`src/hw/rtl/fcr_pkg.sv`:
```
// ----------------------------------------------------------------------------
// fcr_pkg: shared definitions for the convolution reverb
// Widths, register indexes, gain limits and the divider handshake types.
// ----------------------------------------------------------------------------
package fcr_pkg;

	localparam int MAX_TAPS    = 4096;
	localparam int SAMPLE_W    = 16;
	localparam int COEF_IDX_W  = 12;
	localparam int TAP_COUNT_W = 13;
	localparam int GAIN_W      = 16;
	localparam int CFG_IDX_W   = 2;
	localparam int CFG_DATA_W  = 16;
	localparam int IN_DATA_W   = 48;
	localparam int MUL_BW      = GAIN_W + 2;
	localparam int ACC_LO_W    = 22;
	localparam int Q15_SHIFT   = 15;
	localparam int QUO_W       = 15;
	localparam int REM_W       = 30;

	localparam int GAIN_MIN    = 3277;
	localparam int GAIN_MAX    = 32768;
	localparam int COEF_SCALE  = 32767;
	localparam int DIV_LIMIT   = 32768 * COEF_SCALE;

	localparam logic [CFG_IDX_W-1:0] CFG_TAP_COUNT = 2'd0;
	localparam logic [CFG_IDX_W-1:0] CFG_DRY_GAIN  = 2'd1;
	localparam logic [CFG_IDX_W-1:0] CFG_WET_GAIN  = 2'd2;

	localparam logic [TAP_COUNT_W-1:0] TAP_COUNT_RESET = 13'd4096;
	localparam logic [GAIN_W-1:0]      DRY_GAIN_RESET  = 16'd32768;
	localparam logic [GAIN_W-1:0]      WET_GAIN_RESET  = 16'd22938;

	localparam logic REQ_SAMPLE = 1'b0;
	localparam logic REQ_COEF   = 1'b1;

	localparam logic signed [SAMPLE_W-1:0] SAMPLE_MAX = 16'sh7fff;
	localparam logic signed [SAMPLE_W-1:0] SAMPLE_MIN = 16'sh8000;

	typedef struct packed {
		logic start;
		logic neg;
	} div_req_t;

	typedef struct packed {
		logic                       done;
		logic signed [SAMPLE_W-1:0] q;
	} div_rsp_t;

	function automatic logic [GAIN_W:0] clamp_gain(input logic [GAIN_W-1:0] g);
		logic [GAIN_W:0] r;
		if ({1'b0, g} < (GAIN_W+1)'(GAIN_MIN)) begin
			r = (GAIN_W+1)'(GAIN_MIN);
		end else if ({1'b0, g} > (GAIN_W+1)'(GAIN_MAX)) begin
			r = (GAIN_W+1)'(GAIN_MAX);
		end else begin
			r = {1'b0, g};
		end
		return r;
	endfunction

endpackage

```
`src/hw/rtl/fcr_mul.sv`:
```
// ----------------------------------------------------------------------------
// fcr_mul: shared signed multiplier
// One registered signed product per cycle, used for the taps and the gains.
// ----------------------------------------------------------------------------
module fcr_mul #(
	parameter int AW = 23
) (
	input  logic                                 clk,
	input  logic signed [AW-1:0]                 a,
	input  logic signed [fcr_pkg::MUL_BW-1:0]    b,
	output logic signed [AW+fcr_pkg::MUL_BW-1:0] p
);

	logic signed [AW+fcr_pkg::MUL_BW-1:0] p_s1;

	always_ff @(posedge clk) begin
		p_s1 <= a * b;
	end

	assign p = p_s1;

endmodule

```
`config.mk`:
```
export PLATFORM = sky130hd
export DESIGN_NAME = fcr_mul
export DESIGN_NICKNAME = d
export VERILOG_FILES = /design/src/hw/rtl/fcr_pkg.sv /design/src/hw/rtl/fcr_mul.sv
export SDC_FILE = /design/constraint.sdc
export NUM_CORES = 1
export LEC_CHECK = 0
export BUFFER_PORTS_ARGS = -buffer_cell sky130_fd_sc_hd__buf_2
export CORE_MARGIN = 2
export CORE_UTILIZATION = 60
export DETAILED_ROUTE_END_ITERATION = 10
export HOLD_SLACK_MARGIN = 0.1
export PLACE_DENSITY = 0.9
export SLEW_MARGIN = 15
export SYNTH_ARGS = -nofsm -noshare
export SYNTH_HDL_FRONTEND = slang
export SYNTH_SLANG_ARGS = --single-unit
```
`constraint.sdc`:
```
create_clock -name clk -period 9.3 [get_ports clk]
set_input_delay 0.93 -clock clk [delete_from_list [all_inputs] [get_ports clk]]
set_output_delay 0.93 -clock clk [all_outputs]
set_load 0.1 [all_outputs]
```
-- After elaboration in Yosys (flattened, before gate mapping)
Index checks and enable logic that the tools add are counted.
- multipliers: 1
- operators by type and width (operator ; count):
    23-bit by 18-bit multiplier with 41-bit output ; 1
- register bits after elaboration: 41
- output and inout bits: 41
- logic and storage cells: 2

-- Longest topological paths before layout
- word-level depth: 1
- depth in mapped cells: 25
- gate-level depth less buffers: 23

-- Least setup slack after synthesis
OpenSTA, ideal clock, no wires.
- path type: in2reg
- from: input port a[12]
- to: register p_s1, in the netlist p[36]
- setup time: 0.127 ns
- arrival: 6.673 ns
- slack: 2.500 ns
- cell stages on the path: 24
- cell sequence: clkbuf_1 > clkbuf_1 > nand2_1 > fa_1 > inv_1 > fa_1 > inv_1 > fa_1 > inv_1 > fa_1 > fa_1 > inv_1 > fa_1 > inv_1 > ha_1 > a21oi_1 > o21ai_1 > a221oi_2 > a31oi_2 > o211ai_2 > o31ai_2 > a2111oi_2 > nor3_1 > xor2_1
- cells in the longest elaborated chain, start to end: 1
- ends and longest elaborated chain (what ; line ; text):
    from (decl) ; fcr_mul.sv:9 ; input logic signed [AW-1:0] a,
    23-bit by 18-bit multiplier with 41-bit output ; fcr_mul.sv:17 ; p_s1 <= a * b;
    to (signal assigned) ; fcr_mul.sv:17 ;
    to (decl) ; fcr_mul.sv:14 ; logic signed [AW+fcr_pkg::MUL_BW-1:0] p_s1;
No other way between the ends.

-- Worst setup path after layout
- from: input port b[17] (netlist name)
- to: register p_s1, in the netlist p[40]
- cells in the longest elaborated chain, start to end: 1
- ends and longest elaborated chain (what ; line ; text):
    from (decl) ; fcr_mul.sv:10 ; input logic signed [fcr_pkg::MUL_BW-1:0] b,
    23-bit by 18-bit multiplier with 41-bit output ; fcr_mul.sv:17 ;
No other way between the ends.

==> impl_metrics.json <==
{
  "synth_edf_count": 0,
  "grt_pass1_wl_um": 63500,
  "overflow": 0,
  "drcViolationCount": 0,
  "num_rows": 58,
  "timing_worst_setup_path_type": "input port to register",
  "slew-limit-headroom_pct": 59.1,
  "crit_path_max_fanout": 17,
  "worst_slew_pin_slew_ns": 0.614,
  "synth_area_mm2": 0.0156,
  "grt_util_all_layers_pct": 30.6,
  "cts_buffers": 5,
  "mostFrequentLayoutCell": "inv_1",
  "synth-seq-area-share_pct": 5.28,
  "tns_ns": 0,
  "rsz0062_at_grt": "false",
  "cts_tree": "built",
  "die_h_um": 165,
  "postCtsSetupBuffers": 0,
  "synthArstFlopShare_pct": 0,
  "coreArea_mm2": 0.0253,
  "cp.arrival_ns": 7.36,
  "clockBufferDepth": 2,
  "grt_pass1_vias": 13100,
  "cts_resized": 0,
  "detail-route-antenna-nets": 0,
  "cts-root-buf": "clkbuf_16",
  "synth-seq-cells": 41,
  "largest_reg_flops": 41,
  "drive_above_1_share_pct": 6.02,
  "setup_viol": 0,
  "grt_max_degree": 24,
  "synth_nets": 2264,
  "final_cell_mix": "inv_1 (484), fa_1 (409), nand2_1 (265), and2_1 (145), ha_1 (103)",
  "routed_wl_um": 37400,
  "numClockSinks": 41,
  "hold_viol": 0,
  "worstSetupStartpoint": "b[17]",
  "crit_end": "p[40]",
  "maxSlewViolCount": 0,
  "area_growth_syn_to_layout_pct": 4.64,
  "utilization_pct": 64.3,
  "cp-start-kind": "input port",
  "min_path_type": "input port to register",
  "antenna_found_initial": 1,
  "netlist-cell-type-count": 48,
  "hpwl_um": 30700,
  "drt_iter0_markers": 856,
  "stdcell_area_mm2": 0.0163,
  "outcome": "finished clean",
  "clk_pin_slew_ns": 0.07,
  "endpoint_kind": "register",
  "drv_cap": 0,
  "initial_core_util_pct": 61.4,
  "gp_congestion": 0.926,
  "die_w_um": 165,
  "seq_area_um2": 821,
  "multiInputGateArea_mm2": 0.0126,
  "hold_buffers": 0,
  "fmax_mhz": 140,
  "syn_area_per_cell_um2": 9.10,
  "cts_max_level": 2,
  "routed-via-count": 11300,
  "viasPerCell": 5.50,
  "die_area_mm2": 0.0272,
  "synth-main-ff-cell": "dfxtp_1",
  "synth_cells": 1710,
  "period_share_pct": 77.0,
  "firstDrtPassIters": 5,
  "yosysWarnings": 0,
  "numPortBuffers": 82,
  "ios": 83,
  "placedInstanceArea_mm2": 0.0161,
  "n_fill_cell": 1892,
  "detail_route.wl_per_cell_um": 18.1,
  "period_needed_ns": 7.16,
  "layout.nets": 2281,
  "whs_ns": 1.10,
  "required_ns": 9.50
}
[metal layers]
| metal | vias up | wire (um) | GRT usage (%) | share of wire, % |
|---|---|---|---|---|
| li1 | 4862 | - | - | - |
| met4 | 0 | 2330 | 17.4 | 6.2 |
| met2 | 576 | 19300 | 53.5 | 52 |
| met1 | 5690 | 12800 | 35.3 | 34 |
| met5 | - | 0 | 0 | 0 |
| met3 | 194 | 2900 | 5.58 | 7.8 |
[Yosys cell counts (all sizes together) (4+ instances only)]
cell | number | area [um^2]
nor3 | 5 | 25.0
clkbuf | 69 | 259
o21a | 4 | 30.0
a21oi | 30 | 158
xnor2 | 33 | 289
a31oi | 5 | 37.5
o211ai | 8 | 65.1
o21ai | 13 | 68.8
inv | 484 | 1820
nor2 | 32 | 120
ha | 103 | 1290
dfxtp | 41 | 821
and2 | 145 | 907
nand2b | 9 | 58.8
fa | 409 | 8190
nand2 | 265 | 995
a21o | 11 | 83.8
xor2 | 11 | 96.3
[kinds of logic after synthesis]
family | after synthesis | share of synthesized area, %
buf+inv | 557 | 13.5
flops | 41 | 5.28
xor+xnor | 44 | 2.48
fa+ha+maj | 512 | 60.9
simple gates | 473 | 14.2
compound gates | 83 | 3.63
[worst max-delay path, cell delays in order]
cell and delay, ns:
buf_2 0.23, clkinv_1 0.47, nor2_1 0.28, fa_1 0.47, fa_1 0.47, fa_1 0.53, fa_1 0.45, fa_1 0.50
inv_1 0.05, fa_1 0.47, inv_1 0.04, ha_1 0.38, nand4_1 0.17, nor3_1 0.24, o211ai_1 0.19, a31oi_2 0.30
o211ai_2 0.22, o311ai_1 0.52, a31o_1 0.22, a21oi_1 0.08, xnor2_1 0.12
[worst min-delay path by stage]
stage / from / endpoint / slack (ns) / cells after the start
6_report: b[0] / p[0] / 1.10 / 2
5_1_grt: b[0] / p[0] / 1.12 / 2
4_1_cts: b[0] / p[0] / 1.09 / 2
3_5_place_dp: b[0] / p[0] / 1.41 / 2
3_3_place_gp: b[0] / p[0] / 1.39 / 2
2_1_floorplan: b[0] / p[0] / 1.05 / 1
[metrics by stage]
step                instances  worst slack (ns)
global route             2059              1.64
CTS                      2058              2.14
floorplan                1710              2.50
finish                   2060              2.14
detailed placement       2050              1.84
global placement         2050              2.11
[final cells by class]
type                            count  area share, %
Antenna cell                        2         0.0307
Inverter                          485           11.2
Tap cell                          330           2.54
Sequential cell                    41           5.04
Timing Repair Buffer               82           2.52
Clock inverter                      3          0.284
Multi-Input combinational cell   1112           77.6
Clock buffer                        5          0.768
Power is not shown: default switching activity piles up to over one toggle a cycle in this logic, so the estimate is an artifact.
