**src/hw/rtl/fcr_pkg.sv**
```systemverilog
// ----------------------------------------------------------------------------
// fcr_pkg: shared definitions for the convolution reverb
// Widths, register indexes, gain limits and the divider handshake types.
// ----------------------------------------------------------------------------
package fcr_pkg;

	localparam int MAX_TAPS    = 4096;
	localparam int SAMPLE_W    = 16;
	localparam int COEF_IDX_W  = 12;
	localparam int TAP_COUNT_W = 13;
	localparam int GAIN_W      = 16;
	localparam int CFG_IDX_W   = 2;
	localparam int CFG_DATA_W  = 16;
	localparam int IN_DATA_W   = 48;
	localparam int MUL_BW      = GAIN_W + 2;
	localparam int ACC_LO_W    = 22;
	localparam int Q15_SHIFT   = 15;
	localparam int QUO_W       = 15;
	localparam int REM_W       = 30;

	localparam int GAIN_MIN    = 3277;
	localparam int GAIN_MAX    = 32768;
	localparam int COEF_SCALE  = 32767;
	localparam int DIV_LIMIT   = 32768 * COEF_SCALE;

	localparam logic [CFG_IDX_W-1:0] CFG_TAP_COUNT = 2'd0;
	localparam logic [CFG_IDX_W-1:0] CFG_DRY_GAIN  = 2'd1;
	localparam logic [CFG_IDX_W-1:0] CFG_WET_GAIN  = 2'd2;

	localparam logic [TAP_COUNT_W-1:0] TAP_COUNT_RESET = 13'd4096;
	localparam logic [GAIN_W-1:0]      DRY_GAIN_RESET  = 16'd32768;
	localparam logic [GAIN_W-1:0]      WET_GAIN_RESET  = 16'd22938;

	localparam logic REQ_SAMPLE = 1'b0;
	localparam logic REQ_COEF   = 1'b1;

	localparam logic signed [SAMPLE_W-1:0] SAMPLE_MAX = 16'sh7fff;
	localparam logic signed [SAMPLE_W-1:0] SAMPLE_MIN = 16'sh8000;

	typedef struct packed {
		logic start;
		logic neg;
	} div_req_t;

	typedef struct packed {
		logic                       done;
		logic signed [SAMPLE_W-1:0] q;
	} div_rsp_t;

	function automatic logic [GAIN_W:0] clamp_gain(input logic [GAIN_W-1:0] g);
		logic [GAIN_W:0] r;
		if ({1'b0, g} < (GAIN_W+1)'(GAIN_MIN)) begin
			r = (GAIN_W+1)'(GAIN_MIN);
		end else if ({1'b0, g} > (GAIN_W+1)'(GAIN_MAX)) begin
			r = (GAIN_W+1)'(GAIN_MAX);
		end else begin
			r = {1'b0, g};
		end
		return r;
	endfunction

endpackage

```
**src/hw/rtl/fcr_div.sv**
```systemverilog
// ----------------------------------------------------------------------------
// fcr_div: scaling divider with saturation
// Divides a magnitude by 32768 * 32767 with a shift and a folded compare step,
// and returns the signed, saturated 16-bit sample.
// ----------------------------------------------------------------------------
module fcr_div #(
	parameter int MagW = 62
) (
	input  logic                clk,
	input  logic                arst_n,
	input  fcr_pkg::div_req_t   req,
	input  logic [MagW-1:0]     mag,
	output fcr_pkg::div_rsp_t   rsp
);

	logic [MagW-1:0]                     scaled;
	logic                                busy_q;
	logic                                done_q;
	logic                                neg_q;
	logic                                sat_q;
	logic [fcr_pkg::QUO_W-1:0]           hi_q;
	logic [fcr_pkg::QUO_W-1:0]           lo_q;
	logic [fcr_pkg::QUO_W:0]             fold;
	logic [fcr_pkg::QUO_W-1:0]           quo_q;
	logic signed [fcr_pkg::SAMPLE_W-1:0] quo_s;

	assign scaled = mag >> fcr_pkg::Q15_SHIFT;
	assign fold   = {1'b0, hi_q} + {1'b0, lo_q};

	always_ff @(posedge clk or negedge arst_n) begin
		if (!arst_n) begin
			busy_q <= 1'b0;
			done_q <= 1'b0;
		end else begin
			busy_q <= req.start;
			done_q <= busy_q;
		end
	end

	// With the magnitude split as hi * 32768 + lo, the quotient by 32767 is hi
	// plus the number of times 32767 fits into hi + lo, which is at most two.
	always_ff @(posedge clk) begin
		if (req.start) begin
			neg_q <= req.neg;
			sat_q <= scaled >= MagW'(fcr_pkg::DIV_LIMIT);
			hi_q  <= scaled[fcr_pkg::REM_W-1:fcr_pkg::QUO_W];
			lo_q  <= scaled[fcr_pkg::QUO_W-1:0];
		end
		if (busy_q) begin
			if (fold >= (fcr_pkg::QUO_W+1)'(2 * fcr_pkg::COEF_SCALE)) begin
				quo_q <= hi_q + fcr_pkg::QUO_W'(2);
			end else if (fold >= (fcr_pkg::QUO_W+1)'(fcr_pkg::COEF_SCALE)) begin
				quo_q <= hi_q + fcr_pkg::QUO_W'(1);
			end else begin
				quo_q <= hi_q;
			end
		end
	end

	assign quo_s    = signed'({1'b0, quo_q});
	assign rsp.done = done_q;
	assign rsp.q    = sat_q ? (neg_q ? fcr_pkg::SAMPLE_MIN : fcr_pkg::SAMPLE_MAX)
	                        : (neg_q ? -quo_s : quo_s);

endmodule

```
**config.mk**
```make
export PLATFORM = sky130hd
export DESIGN_NAME = fcr_div
export DESIGN_NICKNAME = d
export VERILOG_FILES = /design/src/hw/rtl/fcr_pkg.sv /design/src/hw/rtl/fcr_div.sv
export SDC_FILE = /design/constraint.sdc
export NUM_CORES = 1
export LEC_CHECK = 0
export BUFFER_PORTS_ARGS = -buffer_cell sky130_fd_sc_hd__buf_2
export CORE_ASPECT_RATIO = 1.5
export CORE_MARGIN = 4
export CORE_UTILIZATION = 30
export CTS_BUF_LIST = sky130_fd_sc_hd__clkbuf_4 sky130_fd_sc_hd__clkbuf_8
export DETAILED_ROUTE_END_ITERATION = 8
export GPL_ROUTABILITY_DRIVEN = 0
export HOLD_SLACK_MARGIN = 0.02
export PLACE_DENSITY_LB_ADDON = 0.12
export SYNTH_ARGS = -nofsm -noshare
export SYNTH_HDL_FRONTEND = slang
export SYNTH_SLANG_ARGS = --single-unit
```
**constraint.sdc**
```tcl
create_clock -name clk -period 10.5 [get_ports clk]
set_clock_uncertainty 0.1 [all_clocks]
set_input_delay 1.05 -clock clk [delete_from_list [all_inputs] [get_ports clk]]
set_output_delay 1.05 -clock clk [all_outputs]
set_load 0.05 [all_outputs]
```
After elaboration in Yosys (flattened, before gate mapping) --
Index checks and enable logic that the tools add are counted. W data, S select, Z words.
Storage, ports and cells: flip-flop bits (word level) 49, latch bits 0, memory bits (writable) 0, bits in read-only memories 0, output and inout port bits 17, logic and storage cells 19, memories kept 0
Cells by class: $add $sub $neg 4, multiply operators 0, div/mod/pow operators 0, order comparisons 3, equal/unequal tests 0, shift-type cells 0, multiplexer cells 5, bitwise operators 0, reduce and logical (&&, ||, !) cells 0
Operators with widths (number):
- $mux W16 | 3
- $ge A47 B30 Y1 const B | 1
- $mux W15 | 2
- $add A15 B15 Y16 | 1
- $ge A16 B15 Y1 const B | 1
- $ge A16 B16 Y1 const B | 1
- $neg A15 Y16 | 1
- $add A15 B1 Y15 const B | 1
- $add A15 B2 Y15 const B | 1

Longest topological paths before layout --
depth after elaboration 4, gate-level depth with buffers 13, depth with buffers taken out 12

Worst setup path before layout --
Ideal clock, no wire load.
path type reg2out, start reg quo_q[4] (netlist name), end out rsp[12] (netlist name), arrival time 2.820 ns, required time 9.350 ns, slack 6.530 ns, stages on the path, launching flop included 6, path buffers 0, cell sequence edfxtp_1 -> or4_1 -> or3_1 -> or4_1 -> o31ai_1 -> xor2_1
RTL lines:
- start: declaration | RTL line fcr_div.sv:24 | logic [fcr_pkg::QUO_W-1:0] quo_q;
- start signal: assignment | RTL line fcr_div.sv:51 | quo_q <= hi_q + fcr_pkg::QUO_W'(2);
- start signal: assignment | RTL line fcr_div.sv:53 | quo_q <= hi_q + fcr_pkg::QUO_W'(1);
- start signal: assignment | RTL line fcr_div.sv:55 | quo_q <= hi_q;
- end: declaration | RTL line fcr_div.sv:13 | output fcr_pkg::div_rsp_t rsp

Worst setup path in the final report --
start reg hi_q[0] (netlist name), end reg quo_q[5] (netlist name), data pin
On the way: cells in the longest elaborated chain, start to end 4, elaborated cells between the ends (all ways) 7, classes of those cells add/sub: 3; order compare: 2; mux: 2
RTL lines:
- start: declaration | RTL line fcr_div.sv:21 | logic [fcr_pkg::QUO_W-1:0] hi_q;
- start signal: assignment | RTL line fcr_div.sv:46 | hi_q <= scaled[fcr_pkg::REM_W-1:fcr_pkg::QUO_W];
- $add A15 B15 Y16 | RTL line fcr_div.sv:28 | assign fold = {1'b0, hi_q} + {1'b0, lo_q};
- $ge A16 B15 Y1 | RTL line fcr_div.sv:52 | end else if (fold >= (fcr_pkg::QUO_W+1)'(fcr_pkg::COEF_SCALE)) begin
- $mux W15 | RTL line fcr_div.sv:52
- $mux W15 (*) | RTL line fcr_div.sv:50 | if (fold >= (fcr_pkg::QUO_W+1)'(2 * fcr_pkg::COEF_SCALE)) begin
Every way passes the cells marked *; elsewhere a longest branch is shown, timed or not. A chain may end at the register's enable or synchronous reset.

==> results by group <==
Synthesis
  – Mean Syn Cell Area: ~10 sq um
  – Dominant synthesized flop cell: edfxtp_1
  – Part of the Yosys area used for sequential elements: about 44%
  – Share of synthesized flip-flops with an asynchronous set or reset: about 4%
  – Synthesized cell area: about 3300 sq um
  – Yosys cell types: 64
  – Mapped Cells: about 330
  – Post-synth net total: slightly above 400
  – EDFF count, synth: 47
  – Register bit total from synthesis: 49
  – Synth warn: 0

Final layout
  – # nets final: around 480
  – Sequential cell area: 1461 sq um
  – Area Growth Syn to Fin: 16.24%
  – Number of fill cells in the layout: approximately 1.1k
  – Most common cell after layout, fill and taps aside: buf_2
  – Footprint of the multi-input gates: 1735 sq um
  – Ratio of cells with drive above 1 in the final layout: between 20% and 30%
  – Antenna diode instance count: 0
  – Most frequent cells in the layout: buf_2 (67), edfxtp_1 (47), nor2_1 (34)

Global routing
  – Largest net degree at the start of global routing: 34
  – Remaining Overflow, GRT: 0
  – Vias in the first global route: 2,674
  – First-pass GRT wire length: between 10 and 15 mm
  – GR Util All Layers: between 10% and 20%
  – Initial antenna violation count: 0

Clock network
  – Hold-fix buffers, CTS: 0
  – Clock root cell: clkbuf_8
  – Clk Latency, worst-skew pair: 310 ps
  – CTS Sinks: 49
  – Worst-path clk slew: 90 ps
  – Num CTS Buffers: 5
  – CTS tree: yes
  – Number of setup buffers added after CTS: 0
  – Resize count post-CTS: 0
  – CTS max path bufs: 2
  – CTS H-tree depth: 2

Routing
  – Vias per inst: between 4 and 5
  – Final WL: 7.952 mm
  – Post-DR wirelength/cell: ~15 microns
  – Detailed-route DRC error count: 0
  – DRT antenna net count: 0
  – Drt pass-1 iters: 4
  – Initial detailed-routing violation count: 71
  – Via Count: about 2.7k

Setup path
  – Critical Path Sink Type: register
  – Max stage delay cell, worst path: or4b_4
  – Reg-to-reg endpoint: quo_q[5]
  – Worst R2R Start: hi_q[0]
  – Max incr delay on CP: around 560 ps
  – Critical Path Start Type: register
  – Flop2flop setup slack: 6360 ps
  – Crit path from: hi_q[0]
  – WP data arrival: around 4100 ps
  – Number of buffers and inverters on the critical path: 1
  – Cells along the critical path: ha_1, inv_1, fa_1, nor2b_1, a2111oi_2, nand4_1, or4_1, or4b_4, nor4_4, a22o_4, nand4_1, xnor2_1
  – Setup Crit Path Kind: reg -> reg
  – Crit path top cell by count: nand4_1
  – Data required, critical path: between 10,000 and 15,000 ps
  – Critical Path Fanout Max: 6
  – FF-to-FF path depth: 12
  – CP delay by family, top: simple AND/OR/NAND/NOR gates

Floorplan
  – Starting Density: a little under a third
  – Cell Rows: 46
  – Die Height: ~140 microns
  – I/O pin count: 83
  – DIE WIDTH: between 90 and 100 microns
  – Die footprint: approximately 13,000 sq um
  – CORE AREA: approximately 11,000 sq um

Min path
  – Min-Delay Path Class: in -> async

Status
  – Status: complete, no violations

Timing
  – Crit share post-route: between 30 and 40%
  – Tmin final: ~4100 ps
  – Hold Vio Cnt, Final: 0
  – Least-Margin Pin Slew: 746.5 ps
  – Final setup vio count: 0
  – Setup WS post-layout: between 6000 and 7000 ps
  – RSZ-0062 raised after global routing: false
  – Setup TNS Final: 0 ps
  – Relative slew slack: between 50% and 60%
  – Pins Over Slew Limit: 0
  – Fmax: ~240 MHz

Flow run
  – Maxcap violations: 0

Power
  – Maximum vdd drop: just over 0.09 mV
  – Pwr per Cell Area: between 100 and 150 nW/um^2
  – Leakage: between 0.001 and 0.0015 uW

Placed design
  – PortBufs: 67
  – Post-detail-place hpwl: around 6.5 mm
  – DP Worst Slack: roughly 6400 ps
## worst max path at each step
stage	end	slack [ps]	depth (start not counted)
finish	quo_q[5]	6360	12
global route	quo_q[5]	6210	12
CTS	quo_q[5]	6350	12
detailed placement	quo_q[5]	6390	12
global placement	quo_q[5]	6400	12
floorplan	rsp[12]	6530	5
## where the power goes
| part | switching (uW) | leakage (uW) | internal [uW] | total [uW] |
|---|---|---|---|---|
| Combinational | 112 | 0.000960 | 63.6 | 175 |
| Clock | 62.2 | 0.0000408 | 49.6 | 112 |
| Sequential | 18.3 | 0.000484 | 234 | 253 |
## stage by stage
stage / instances / total power (uW) / instance area (sq um) / util [%] / hold slack, ps
floorplan: 325 / 388.0 / 3321 / - / 456.8
finish: 535 / 539.6 / 3860 / 36.06 / 419.1
detailed placement: 527 / 433.3 / 3769 / 35.20 / 518.9
CTS: 535 / 548.7 / 3860 / 36.06 / 403.7
global placement: 527 / 431.6 / 3769 / 35.20 / 510.1
global route: 535 / 577.9 / 3860 / 36.06 / 396.7
## sequential cells by signal, indices dropped and copies added (netlist names)
signal and count:
done_q 1, hi_q 15, lo_q 15, busy_q 1, quo_q 15, neg_q 1, sat_q 1
## Yosys cell counts (6+ instances only)
| library cell | number | area [sq um] |
|---|---|---|
| edfxtp_1 | 47 | 1411 |
| nor2_1 | 34 | 127.6 |
| a21oi_1 | 19 | 95.09 |
| ha_1 | 18 | 225.2 |
| nand2_1 | 17 | 63.81 |
| nand3_1 | 15 | 75.07 |
| xnor2_1 | 15 | 131.4 |
| inv_1 | 12 | 45.04 |
| nor3_1 | 12 | 60.06 |
| nand4_1 | 10 | 62.56 |
| nor4_1 | 8 | 50.05 |
| o21ai_0 | 8 | 40.04 |
| xor2_1 | 8 | 70.07 |
| a21o_1 | 6 | 45.04 |
| and3_1 | 6 | 37.54 |
## kinds of logic (layout without fill, tap and decap cells)
group | Yosys count | after routing | synth area share, %
DFF | 49 | 49 | 44.01
adders and majority gates | 19 | 19 | 7.385
muxes | 3 | 3 | 0.9043
AOI/OAI and AO/OA | 78 | 78 | 16.81
buffers and inverters | 23 | 89 | 3.730
and+or+nand+nor | 130 | 130 | 21.10
xor gates and xnor gates | 23 | 23 | 6.067
## area by class of cell
cell class / count / area share, %
inverter: 13 / 1.264
tap: 144 / 4.668
sequential: 49 / 37.86
clock buffer: 6 / 1.977
clock inverter: 2 / 0.3890
multi-input combinational: 253 / 44.96
timing repair buffer: 68 / 8.882
## layer usage
| metal | vias to the layer above | track usage, % | wire, microns |
|---|---|---|---|
| li1 | 1381 | - | - |
| met2 | 58 | 24.97 | 4450 |
| met3 | 14 | 2.090 | 301 |
| met4 | 0 | 5.783 | 274 |
| met5 | - | 0 | 0 |
| met1 | 1205 | 13.08 | 2926 |
(Power assumes the default switching activity.)
